**config.mk**
```make
export PLATFORM = sky130hd
export DESIGN_NAME = multi_stepper_step_generator_core
export DESIGN_NICKNAME = d
export VERILOG_FILES = /design/src/rtl/mstep_pkg.sv /design/src/rtl/mstep_ctrl.sv /design/src/rtl/mstep_datapath.sv /design/src/rtl/multi_stepper_step_generator_core.sv
export SDC_FILE = /design/constraint.sdc
export NUM_CORES = 2
export LEC_CHECK = 0
export BUFFER_PORTS_ARGS = -buffer_cell sky130_fd_sc_hd__buf_2
export CORE_MARGIN = 8
export CORE_UTILIZATION = 40
export DETAILED_ROUTE_END_ITERATION = 8
export GPL_ROUTABILITY_DRIVEN = 0
export GPL_TIMING_DRIVEN = 1
export MAX_ROUTING_LAYER = met4
export PLACE_DENSITY = 0.68
export SLEW_MARGIN = 10
export SYNTH_ARGS = -nofsm -noshare
export SYNTH_HDL_FRONTEND = slang
export SYNTH_SLANG_ARGS = --single-unit
```
**constraint.sdc**
```tcl
create_clock -name clk -period 6.2 [get_ports clk]
set_input_delay 0.93 -clock clk [delete_from_list [all_inputs] [get_ports clk]]
set_output_delay 0.93 -clock clk [all_outputs]
set_load 0.01 [all_outputs]
```
**src/rtl/mstep_pkg.sv**
```systemverilog
// ----------------------------------------------------------------------------
// mstep_pkg
// Shared types and constants for the multi-stepper step generator: beat
// payloads, register indexes, flag bit positions and controller commands.
// ----------------------------------------------------------------------------
package mstep_pkg;

    localparam int SLOT_W     = 3;
    localparam int TARGET_W   = 16;
    localparam int CFG_IDX_W  = 8;
    localparam int CFG_DATA_W = 32;
    localparam int COUNT_W    = 4;

    localparam int MICROSTEPS_PER_STEP = 8;
    localparam int MS_SHIFT            = 3;

    localparam logic CMD_TICK = 1'b0;
    localparam logic CMD_SET  = 1'b1;

    localparam logic [CFG_IDX_W-1:0] REG_STEPPERS_IN_USE = 8'd0;
    localparam logic [CFG_IDX_W-1:0] REG_DECEL           = 8'd1;
    localparam logic [CFG_IDX_W-1:0] REG_SLEEP_AFTER     = 8'd2;
    localparam logic [CFG_IDX_W-1:0] REG_WAKE_FRAMES     = 8'd3;

    localparam logic [COUNT_W-1:0]    RST_STEPPERS_IN_USE = 4'd1;
    localparam logic [7:0]            RST_DECEL           = 8'd0;
    localparam logic [31:0]           RST_SLEEP_AFTER     = 32'd1000000;
    localparam logic [15:0]           RST_WAKE_FRAMES     = 16'd100;

    // per-slot flag bits
    localparam int FLAG_W  = 6;
    localparam int F_HIGH  = 0;
    localparam int F_AWAKE = 1;
    localparam int F_MOVE  = 2;
    localparam int F_DIR   = 3;
    localparam int F_MS1   = 4;
    localparam int F_MS2   = 5;

    typedef struct packed {
        logic                command;
        logic [SLOT_W-1:0]   stepper_index;
        logic [TARGET_W-1:0] requested_steps;
    } item_t;

    typedef struct packed {
        logic [SLOT_W-1:0] slot;
        logic              latch_written;
        logic              direction;
        logic              step_level;
        logic              ms1;
        logic              ms2;
        logic              awake;
        logic              last;
    } result_t;

    typedef struct packed {
        logic              tick;
        logic              set_target;
        logic              load;
        logic              pick;
        logic              commit;
        logic              last;
        logic [SLOT_W-1:0] slot;
    } dp_cmd_t;

    typedef struct packed {
        logic [COUNT_W-1:0] count;
    } dp_status_t;

endpackage

```
**src/rtl/mstep_ctrl.sv**
```systemverilog
// ----------------------------------------------------------------------------
// mstep_ctrl
// Sequencer: accepts items, walks the serviced slots through load, pick and
// commit, and owns the valid bit of the result register.
// ----------------------------------------------------------------------------
module mstep_ctrl (
    input  logic                   clk,
    input  logic                   rst_n,
    input  logic                   item_valid,
    output logic                   item_stall,
    input  logic                   item_command,
    output logic                   result_valid,
    input  logic                   result_stall,
    output mstep_pkg::dp_cmd_t     cmd,
    input  mstep_pkg::dp_status_t  status
);

    localparam logic [1:0] S_IDLE   = 2'd0;
    localparam logic [1:0] S_LOAD   = 2'd1;
    localparam logic [1:0] S_PICK   = 2'd2;
    localparam logic [1:0] S_COMMIT = 2'd3;

    logic [1:0]                   state_reg, state_next;
    logic [mstep_pkg::SLOT_W-1:0] slot_reg, slot_next;
    logic                         res_valid_reg, res_valid_next;
    logic                         accept;
    logic                         out_free;
    logic                         is_last;

    assign item_stall   = (state_reg != S_IDLE);
    assign accept       = item_valid && !item_stall;
    assign out_free     = !res_valid_reg || !result_stall;
    assign result_valid = res_valid_reg;
    assign is_last      = ({1'b0, slot_reg} == (status.count - 4'd1));

    always_comb
    begin
        state_next     = state_reg;
        slot_next      = slot_reg;
        res_valid_next = res_valid_reg && result_stall;
        cmd            = '0;
        cmd.slot       = slot_reg;
        cmd.last       = is_last;
        unique case (state_reg)
            S_IDLE:
            begin
                if (accept)
                begin
                    if (item_command == mstep_pkg::CMD_SET)
                    begin
                        cmd.set_target = 1'b1;
                    end
                    else
                    begin
                        cmd.tick  = 1'b1;
                        slot_next = '0;
                        if (status.count != '0)
                        begin
                            state_next = S_LOAD;
                        end
                    end
                end
            end
            S_LOAD:
            begin
                cmd.load   = 1'b1;
                state_next = S_PICK;
            end
            S_PICK:
            begin
                cmd.pick   = 1'b1;
                state_next = S_COMMIT;
            end
            S_COMMIT:
            begin
                if (out_free)
                begin
                    cmd.commit     = 1'b1;
                    res_valid_next = 1'b1;
                    if (is_last)
                    begin
                        state_next = S_IDLE;
                    end
                    else
                    begin
                        slot_next  = slot_reg + 3'd1;
                        state_next = S_LOAD;
                    end
                end
            end
            default:
            begin
                state_next = S_IDLE;
            end
        endcase
    end

    always_ff @(posedge clk or negedge rst_n)
    begin
        if (!rst_n)
        begin
            state_reg     <= S_IDLE;
            slot_reg      <= '0;
            res_valid_reg <= 1'b0;
        end
        else
        begin
            state_reg     <= state_next;
            slot_reg      <= slot_next;
            res_valid_reg <= res_valid_next;
        end
    end

endmodule

```
**src/rtl/mstep_datapath.sv**
```systemverilog
// ----------------------------------------------------------------------------
// mstep_datapath
// Configuration registers, frame counter, per-slot state and the three-phase
// slot evaluation (tests, step size, commit) feeding the result register.
// ----------------------------------------------------------------------------
module mstep_datapath #(
    parameter int NUM_STEPPERS  = 8,
    parameter int FRAME_BITS    = 48,
    parameter int POSITION_BITS = 20
) (
    input  logic                                clk,
    input  logic                                rst_n,
    input  logic                                cfg_valid,
    input  logic [mstep_pkg::CFG_IDX_W-1:0]     cfg_index,
    input  logic [mstep_pkg::CFG_DATA_W-1:0]    cfg_data,
    input  mstep_pkg::item_t                    item,
    input  mstep_pkg::dp_cmd_t                  cmd,
    output mstep_pkg::dp_status_t               status,
    output mstep_pkg::result_t                  result
);

    localparam int IDX_W = (NUM_STEPPERS > 1) ? $clog2(NUM_STEPPERS) : 1;
    localparam int FB    = FRAME_BITS;
    localparam int PB    = POSITION_BITS;
    localparam int TH_W  = 14;
    localparam int CW    = (PB > TH_W) ? PB : TH_W;
    localparam int TS_W  = mstep_pkg::TARGET_W + mstep_pkg::MS_SHIFT;

    // configuration
    logic [mstep_pkg::COUNT_W-1:0] steppers_reg;
    logic [7:0]                    decel_reg;
    logic [31:0]                   sleep_reg;
    logic [15:0]                   wake_reg;

    // block state
    logic [FB-1:0]                      frame_reg;
    logic [PB-1:0]                      pos_reg       [NUM_STEPPERS];
    logic [PB-1:0]                      des_reg       [NUM_STEPPERS];
    logic [mstep_pkg::TARGET_W-1:0]     tgt_reg       [NUM_STEPPERS];
    logic [FB-1:0]                      awake_aft_reg [NUM_STEPPERS];
    logic [FB-1:0]                      last_upd_reg  [NUM_STEPPERS];
    logic [mstep_pkg::FLAG_W-1:0]       flags_reg     [NUM_STEPPERS];

    // phase A
    logic [mstep_pkg::FLAG_W-1:0] a_flags_reg;
    logic [PB-1:0]                a_pos_reg;
    logic [PB-1:0]                a_des_reg;
    logic                         a_rest_reg;
    logic                         a_waking_reg;
    logic                         a_idle_reg;
    logic [FB-1:0]                a_wake_until_reg;

    // phase B
    logic                         b_lt_reg;
    logic                         b_gt_reg;
    logic                         b_ms1_reg;
    logic                         b_ms2_reg;

    mstep_pkg::result_t           result_reg;

    logic [IDX_W-1:0]             idx;
    logic [IDX_W-1:0]             set_idx;
    logic                         set_ok;

    logic [mstep_pkg::FLAG_W-1:0] s_flags;
    logic [PB-1:0]                s_pos;
    logic [FB-1:0]                idle_diff;
    logic [TS_W-1:0]              tgt_scaled;
    logic [PB-1:0]                des_eff;

    logic [PB-1:0]                togo;
    logic [CW-1:0]                togo_w;
    logic [CW-1:0]                th8;
    logic [CW-1:0]                th4;
    logic [CW-1:0]                th2;
    logic                         pick_ms1;
    logic                         pick_ms2;

    logic [mstep_pkg::FLAG_W-1:0] c_flags;
    logic                         c_wr;
    logic                         c_wake;
    logic                         c_des_wr;
    logic                         c_pos_wr;
    logic [PB-1:0]                c_pos;
    logic [PB-1:0]                c_step;

    assign idx     = cmd.slot[IDX_W-1:0];
    assign set_idx = item.stepper_index[IDX_W-1:0];
    assign set_ok  = (4'(item.stepper_index) < 4'(NUM_STEPPERS));

    assign status.count = (steppers_reg > 4'(NUM_STEPPERS)) ? 4'(NUM_STEPPERS)
                                                            : steppers_reg;
    assign result       = result_reg;

    // phase A: rule tests and boundary reload
    always_comb
    begin
        s_flags    = flags_reg[idx];
        s_pos      = pos_reg[idx];
        idle_diff  = frame_reg - last_upd_reg[idx];
        tgt_scaled = {tgt_reg[idx], {mstep_pkg::MS_SHIFT{1'b0}}};
        if (s_pos[mstep_pkg::MS_SHIFT-1:0] == '0)
        begin
            des_eff = PB'(tgt_scaled);
        end
        else
        begin
            des_eff = des_reg[idx];
        end
    end

    // phase B: direction and step size
    always_comb
    begin
        if (a_pos_reg > a_des_reg)
        begin
            togo = a_pos_reg - a_des_reg;
        end
        else
        begin
            togo = a_des_reg - a_pos_reg;
        end
        togo_w = CW'(togo);
        th8    = CW'({decel_reg, 6'b0});
        th4    = CW'({decel_reg, 5'b0});
        th2    = CW'({decel_reg, 4'b0});
        if (decel_reg == '0 || togo_w > th8)
        begin
            pick_ms1 = 1'b0;
            pick_ms2 = 1'b0;
        end
        else if (togo_w > th4)
        begin
            pick_ms1 = 1'b1;
            pick_ms2 = 1'b0;
        end
        else if (togo_w > th2)
        begin
            pick_ms1 = 1'b0;
            pick_ms2 = 1'b1;
        end
        else
        begin
            pick_ms1 = 1'b1;
            pick_ms2 = 1'b1;
        end
    end

    // commit: rules in priority order
    always_comb
    begin
        c_flags  = a_flags_reg;
        c_wr     = 1'b1;
        c_wake   = 1'b0;
        c_des_wr = 1'b0;
        c_pos_wr = 1'b0;
        case ({b_ms2_reg, b_ms1_reg})
            2'b00:   c_step = PB'(8);
            2'b01:   c_step = PB'(4);
            2'b10:   c_step = PB'(2);
            default: c_step = PB'(1);
        endcase
        c_pos = b_gt_reg ? (a_pos_reg - c_step) : (a_pos_reg + c_step);
        if (a_flags_reg[mstep_pkg::F_HIGH])
        begin
            c_flags[mstep_pkg::F_HIGH] = 1'b0;
        end
        else if (a_waking_reg)
        begin
            c_wr = 1'b0;
        end
        else if (a_idle_reg)
        begin
            c_flags[mstep_pkg::F_AWAKE] = 1'b0;
        end
        else if (a_rest_reg)
        begin
            c_wr = 1'b0;
        end
        else if (!a_flags_reg[mstep_pkg::F_AWAKE])
        begin
            c_flags[mstep_pkg::F_AWAKE] = 1'b1;
            c_wake                      = 1'b1;
        end
        else
        begin
            c_des_wr = 1'b1;
            if (b_lt_reg || b_gt_reg)
            begin
                c_pos_wr                   = 1'b1;
                c_flags[mstep_pkg::F_MS1]  = b_ms1_reg;
                c_flags[mstep_pkg::F_MS2]  = b_ms2_reg;
                c_flags[mstep_pkg::F_DIR]  = b_gt_reg;
                c_flags[mstep_pkg::F_HIGH] = 1'b1;
            end
        end
        if (c_wr)
        begin
            c_flags[mstep_pkg::F_MOVE] = 1'b0;
        end
    end

    always_ff @(posedge clk or negedge rst_n)
    begin
        if (!rst_n)
        begin
            steppers_reg <= mstep_pkg::RST_STEPPERS_IN_USE;
            decel_reg    <= mstep_pkg::RST_DECEL;
            sleep_reg    <= mstep_pkg::RST_SLEEP_AFTER;
            wake_reg     <= mstep_pkg::RST_WAKE_FRAMES;
        end
        else if (cfg_valid)
        begin
            unique case (cfg_index)
                mstep_pkg::REG_STEPPERS_IN_USE: steppers_reg <= cfg_data[3:0];
                mstep_pkg::REG_DECEL:           decel_reg    <= cfg_data[7:0];
                mstep_pkg::REG_SLEEP_AFTER:     sleep_reg    <= cfg_data;
                mstep_pkg::REG_WAKE_FRAMES:     wake_reg     <= cfg_data[15:0];
                default:                        ;
            endcase
        end
    end

    always_ff @(posedge clk or negedge rst_n)
    begin
        if (!rst_n)
        begin
            frame_reg <= '0;
            for (int i = 0; i < NUM_STEPPERS; i++)
            begin
                pos_reg[i]       <= '0;
                des_reg[i]       <= '0;
                tgt_reg[i]       <= '0;
                awake_aft_reg[i] <= '0;
                last_upd_reg[i]  <= '0;
                flags_reg[i]     <= '0;
            end
        end
        else
        begin
            if (cmd.tick)
            begin
                frame_reg <= frame_reg + FB'(1);
            end
            if (cmd.set_target && set_ok)
            begin
                tgt_reg[set_idx]                     <= item.requested_steps;
                flags_reg[set_idx][mstep_pkg::F_MOVE] <= 1'b1;
            end
            if (cmd.commit)
            begin
                flags_reg[idx] <= c_flags;
                if (c_wr)
                begin
                    last_upd_reg[idx] <= frame_reg;
                end
                if (c_wake)
                begin
                    awake_aft_reg[idx] <= a_wake_until_reg;
                end
                if (c_des_wr)
                begin
                    des_reg[idx] <= a_des_reg;
                end
                if (c_pos_wr)
                begin
                    pos_reg[idx] <= c_pos;
                end
            end
        end
    end

    always_ff @(posedge clk)
    begin
        if (cmd.load)
        begin
            a_flags_reg      <= s_flags;
            a_pos_reg        <= s_pos;
            a_des_reg        <= des_eff;
            a_rest_reg       <= (s_pos == des_reg[idx]) && !s_flags[mstep_pkg::F_MOVE];
            a_waking_reg     <= (awake_aft_reg[idx] > frame_reg);
            a_idle_reg       <= s_flags[mstep_pkg::F_AWAKE]
                                && (frame_reg > last_upd_reg[idx])
                                && (idle_diff > FB'(sleep_reg));
            a_wake_until_reg <= frame_reg + FB'(wake_reg);
        end
        if (cmd.pick)
        begin
            b_lt_reg  <= (a_pos_reg < a_des_reg);
            b_gt_reg  <= (a_pos_reg > a_des_reg);
            b_ms1_reg <= pick_ms1;
            b_ms2_reg <= pick_ms2;
        end
        if (cmd.commit)
        begin
            result_reg.slot          <= cmd.slot;
            result_reg.latch_written <= c_wr;
            result_reg.direction     <= c_flags[mstep_pkg::F_DIR];
            result_reg.step_level    <= c_flags[mstep_pkg::F_HIGH];
            result_reg.ms1           <= c_flags[mstep_pkg::F_MS1];
            result_reg.ms2           <= c_flags[mstep_pkg::F_MS2];
            result_reg.awake         <= c_flags[mstep_pkg::F_AWAKE];
            result_reg.last          <= cmd.last;
        end
    end

endmodule

```
**src/rtl/multi_stepper_step_generator_core.sv**
```systemverilog
// ----------------------------------------------------------------------------
// multi_stepper_step_generator_core
// Step, direction, microstep and sleep generation for up to eight stepper
// drivers sharing one latch bus.
// ----------------------------------------------------------------------------
// Usage:
//   item channel (item_valid/item_stall, item): a set-target beat stores one
//   slot's target and raises its move request; it gives no result. A tick
//   beat advances the frame counter and services slots 0 .. N-1 in order,
//   with N = min(steppers_in_use, NUM_STEPPERS) and one result beat per slot.
//   result channel (result_valid/result_stall, result): one beat per serviced
//   slot, the final one of a tick flagged by last.
//   cfg channel (cfg_valid/cfg_ready, cfg_index, cfg_data): always ready;
//   write only while the block is idle.
// Flow: each slot passes through load, pick and commit on one shared
//   evaluation unit, and the commit writes the result register. A stalled
//   result holds in the output register and only the commit of the next
//   slot waits; the final result may stay pending while the next item is
//   taken.
// Reset: all slot state, frame counter and flags clear; registers take their
//   documented defaults.
// ----------------------------------------------------------------------------
module multi_stepper_step_generator_core #(
    parameter int NUM_STEPPERS  = 8,
    parameter int FRAME_BITS    = 48,
    parameter int POSITION_BITS = 20
) (
    input  logic                             clk,
    input  logic                             rst_n,
    input  logic                             item_valid,
    output logic                             item_stall,
    input  mstep_pkg::item_t                 item,
    output logic                             result_valid,
    input  logic                             result_stall,
    output mstep_pkg::result_t               result,
    input  logic                             cfg_valid,
    output logic                             cfg_ready,
    input  logic [mstep_pkg::CFG_IDX_W-1:0]  cfg_index,
    input  logic [mstep_pkg::CFG_DATA_W-1:0] cfg_data
);

    mstep_pkg::dp_cmd_t    cmd;
    mstep_pkg::dp_status_t status;

    assign cfg_ready = 1'b1;

    mstep_ctrl u_ctrl (
        .clk          (clk),
        .rst_n        (rst_n),
        .item_valid   (item_valid),
        .item_stall   (item_stall),
        .item_command (item.command),
        .result_valid (result_valid),
        .result_stall (result_stall),
        .cmd          (cmd),
        .status       (status)
    );

    mstep_datapath #(
        .NUM_STEPPERS  (NUM_STEPPERS),
        .FRAME_BITS    (FRAME_BITS),
        .POSITION_BITS (POSITION_BITS)
    ) u_datapath (
        .clk       (clk),
        .rst_n     (rst_n),
        .cfg_valid (cfg_valid),
        .cfg_index (cfg_index),
        .cfg_data  (cfg_data),
        .item      (item),
        .cmd       (cmd),
        .status    (status),
        .result    (result)
    );

endmodule

```
==> results.toml <==
[synth]
async_flop_share_pct = 92.5
seq_area_frac_synth_pct = 53.9
synth_top_family_by_area = "compound AO/OA/AOI/OAI gates"
ys_types = 84
netlist_instances = 6413
synth_top_flop_cell = "dfrtp_1"
syn_avg_cell_area_um2 = 10.9
synth-compound-area-share_pct = 16.1
syn_nets = 6717
synthSimpleGateAreaFrac_pct = 9.66
synth-xor-area-share_pct = 2.28
synth_edf_count = 111
synthAdderAreaFrac_pct = 4.32
syn-cell-area_um2 = 70100
ys_ff_latch = 1489
yosysWarnings = 0
ys_top_cells_by_area = "dfrtp_1 (49%), mux2_2 (10%), a22oi_1 (6.0%)"
synth_mux_area_share_pct = 10.5
synth_top_cell_by_area = "dfrtp_1"
netlist.area_leader.share_pct = 48.8

[finish]
fillCellCount = 15800
layout.cells.non_filler = 8832
nets = 6688
area_growth_syn_to_layout_pct = 11.9
drive_gt1_share_pct = 18.3
fin_util_pct = 45.1

[worst_setup_path]
startpoint = "u_ctrl.slot_reg[1]$_DFFE_PN0P_"
cp.arrival_ns = 6.46
end_kind = "register"
crit_type = "reg2reg"
critPathMaxFanout = 12
worstPathRequired_ns = 6.72
start_kind = "register"
r2r-start = "u_ctrl.slot_reg[1]$_DFFE_PN0P_"

[job]
cap_violations = 0

[power]
power.density_nw_per_um2 = 448
vdd_ir_drop_max_uv = 366
leakage_uw = 0.0351

[clock_network]
clkTransAtPathRegs_ns = 0.06
cts_max_path_buffers = 3
clk_latency_ns = 0.79
cts_tree = "done"
clockRootBuffer = "clkbuf_16"
clkSinkCount = 1489
cts-buffers-inserted = 150
htreeDepth = 4
postCtsHoldBufs = 0

[timing]
finalSetupViolations = 0
hold_viol_final = 0
final-max-slew-violation-count = 0
setup_tns_ns = 0
fin_crit_sh_pct = 95.8
fin_crit_ns = 5.94
fmax_ghz = 0.168
relSlewSlack_pct = 17.9
worstMarginPinSlew_ns = 1.23
finalClockSkew_ns = 0.0266

[status]
status = "finished, final reports clean"

[drt]
drt_iter0_drc = 5113
drc = 0
wire_per_inst_um = 23.4
antenna_left = 0
vias_per_cell = 5.87
drt-total-wl_um = 206000
routed-via-count = 51900
first_pass_iters = 6

[global_route]
grt_start_max_net_pins = 184
track_usage_pct = 21.6
grt_pass1_vias = 52600
grt_pass1_wl_um = 317000
grt.overflow.total = 0
antenna_found_initial = 4

[place]
dp.cells = 8538
hpwl_um = 132000
io_buffers = 76

[floorplan]
die_w_um = 435
dieArea_um2 = 189000
floorplan.die.height_um = 435
ioPinCount = 78
initial_core_util_pct = 40.3
rows = 153
coreArea_um2 = 174000

[min_path]
hold_path.class = "in2async"
[Yosys cell counts (6+ instances only)]
| cell type | instances |
|---|---|
| o21ai_0 | 774 |
| dfrtp_1 | 1367 |
| a21o_1 | 85 |
| clkbuf_1 | 296 |
| buf_1 | 86 |
| or3_1 | 15 |
| nand3_1 | 54 |
| buf_2 | 16 |
| edfxtp_1 | 111 |
| and3_1 | 61 |
| a31oi_1 | 14 |
| clkinv_1 | 17 |
| mux2i_1 | 10 |
| nand3b_1 | 6 |
| a22o_1 | 42 |
| o31ai_1 | 7 |
| nand4_1 | 140 |
| and4_1 | 36 |
| a21boi_0 | 9 |
| dfstp_2 | 11 |
| o21a_1 | 15 |
| o211ai_1 | 8 |
| inv_1 | 168 |
| a221oi_1 | 47 |
| a211oi_1 | 11 |
| nor4_1 | 16 |
| xor2_1 | 26 |
| nor2b_1 | 36 |
| ha_1 | 234 |
| a21oi_1 | 153 |
| a22oi_1 | 561 |
| nand2b_1 | 32 |
| nand2_1 | 847 |
| nor3_1 | 42 |
| and2_1 | 13 |
| o21bai_1 | 17 |
| xnor2_1 | 157 |
| nor2_1 | 140 |
| mux2_2 | 640 |
| or2_2 | 13 |
[where the power goes]
part / total, uW / internal, uW / switching [uW] / leakage, uW
combinational: 13200 / 4900 / 8280 / 0.0128
sequential: 12800 / 11700 / 1160 / 0.0198
clock: 9170 / 5220 / 3950 / 0.00242
[repair_timing]
action,4_1_cts,5_1_grt
pin swaps,1,9
resized for setup,1,25
cloned,0,1
setup buffers,4,14
setup endpoints to repair,1,1
[metal layers]
layer	routed length [um]	vias up	GRT usage [%]
li1	-	23100	-
met1	85200	26200	27.4
met2	98600	2050	34.7
met3	13300	508	3.29
met4	9390	0	9.18
met5	0	-	-
[worst max-delay path: stages (launching register included)]
cell	delay, ns
dfrtp_2	0.45
buf_4	0.18
nor2_2	0.18
and2_4	0.27
buf_4	0.19
buf_4	0.22
a22oi_1	0.11
and4_1	0.18
ha_1	0.23
nand2_1	0.10
nand2_1	0.08
or2_2	0.31
o311a_4	0.43
a211o_1	0.29
a21oi_2	0.18
o21bai_1	0.09
a21oi_1	0.18
xnor2_1	0.14
ha_1	0.27
a21o_1	0.17
a21o_1	0.17
a211oi_1	0.25
o21ai_0	0.12
a21oi_1	0.16
a21oi_2	0.09
nor4_1	0.26
and4_1	0.22
a41oi_1	0.11
[per-stage QoR]
| stage | instance area, um2 | hold WS [ns] | worst slack [ns] | total power [uW] |
|---|---|---|---|---|
| 4_1_cts | 78200 | 0.140 | 0.0500 | 34900 |
| 5_1_grt | 78500 | 0.147 | -0.0314 | 37100 |
| 3_3_place_gp | 73200 | 0.461 | 0.0159 | 25300 |
| 6_report | 78500 | 0.0520 | 0.258 | 35200 |
| 3_5_place_dp | 73200 | 0.469 | 0.0324 | 25700 |
| 2_1_floorplan | 70200 | 0.423 | 0.0167 | 21300 |
[placed cells by master, fill, tap and decap left out, drive strengths merged, types with 7 or more instances in the layout]
cell type,count
dfrtp,1367
nand2,849
o21ai,778
mux2,641
a22oi,561
ha,234
clkbuf,222
buf,222
inv,180
xnor2,157
a21oi,153
nor2,141
nand4,140
edfxtp,111
a21o,86
and3,61
nand3,54
a221oi,47
clkinv,44
a22o,42
nor3,42
nor2b,36
and4,36
nand2b,32
xor2,26
o21bai,17
nor4,17
or3,16
o21a,15
a31oi,15
a211oi,14
and2,14
or2,13
dfstp,11
mux2i,11
a21boi,9
o211ai,9
bufinv,8
o31ai,7
[kinds of logic (layout without fill, tap and decap cells)]
logic type,count (synthesis),in the layout
mux,652,652
flops,1489,1489
buf+inv,590,679
fa+ha+maj,239,239
compound gates,1788,1788
simple gates,1471,1472
other cells,1,5
xor+xnor,183,183
[final timing paths]
check / end / slack [ns] / cells past startpoint
max: u_datapath.a_idle_reg$_DFFE_PN_ / 0.26 / 27
min: u_datapath.des_reg[105]$_DFFE_PN0P_ / 0.05 / 1
max reg2reg: u_datapath.a_idle_reg$_DFFE_PN_ / 0.26 / 27
min reg2reg: u_datapath.pos_reg[2]$_DFFE_PN0P_ / 0.48 / 2
max in group asynchronous: u_datapath.awake_aft_reg[173]$_DFFE_PN0P_ / 4.30 / 2
min in group clk: u_datapath.sleep_reg[26]$_DFFE_PN0P_ / 0.37 / 2
[area by class of cell]
cell class,count,area (um2),area share (%)
Sequential cell,1489,37800,48.2
Multi-Input combinational cell,4335,30400,38.7
Clock inverter,49,617,0.786
Antenna cell,4,10.0,0.0128
Inverter,186,703,0.896
Timing Repair Buffer,222,1710,2.18
Clock buffer,222,4330,5.52
Tap cell,2325,2910,3.71
Note: power is estimated with default switching activity, not from simulation.
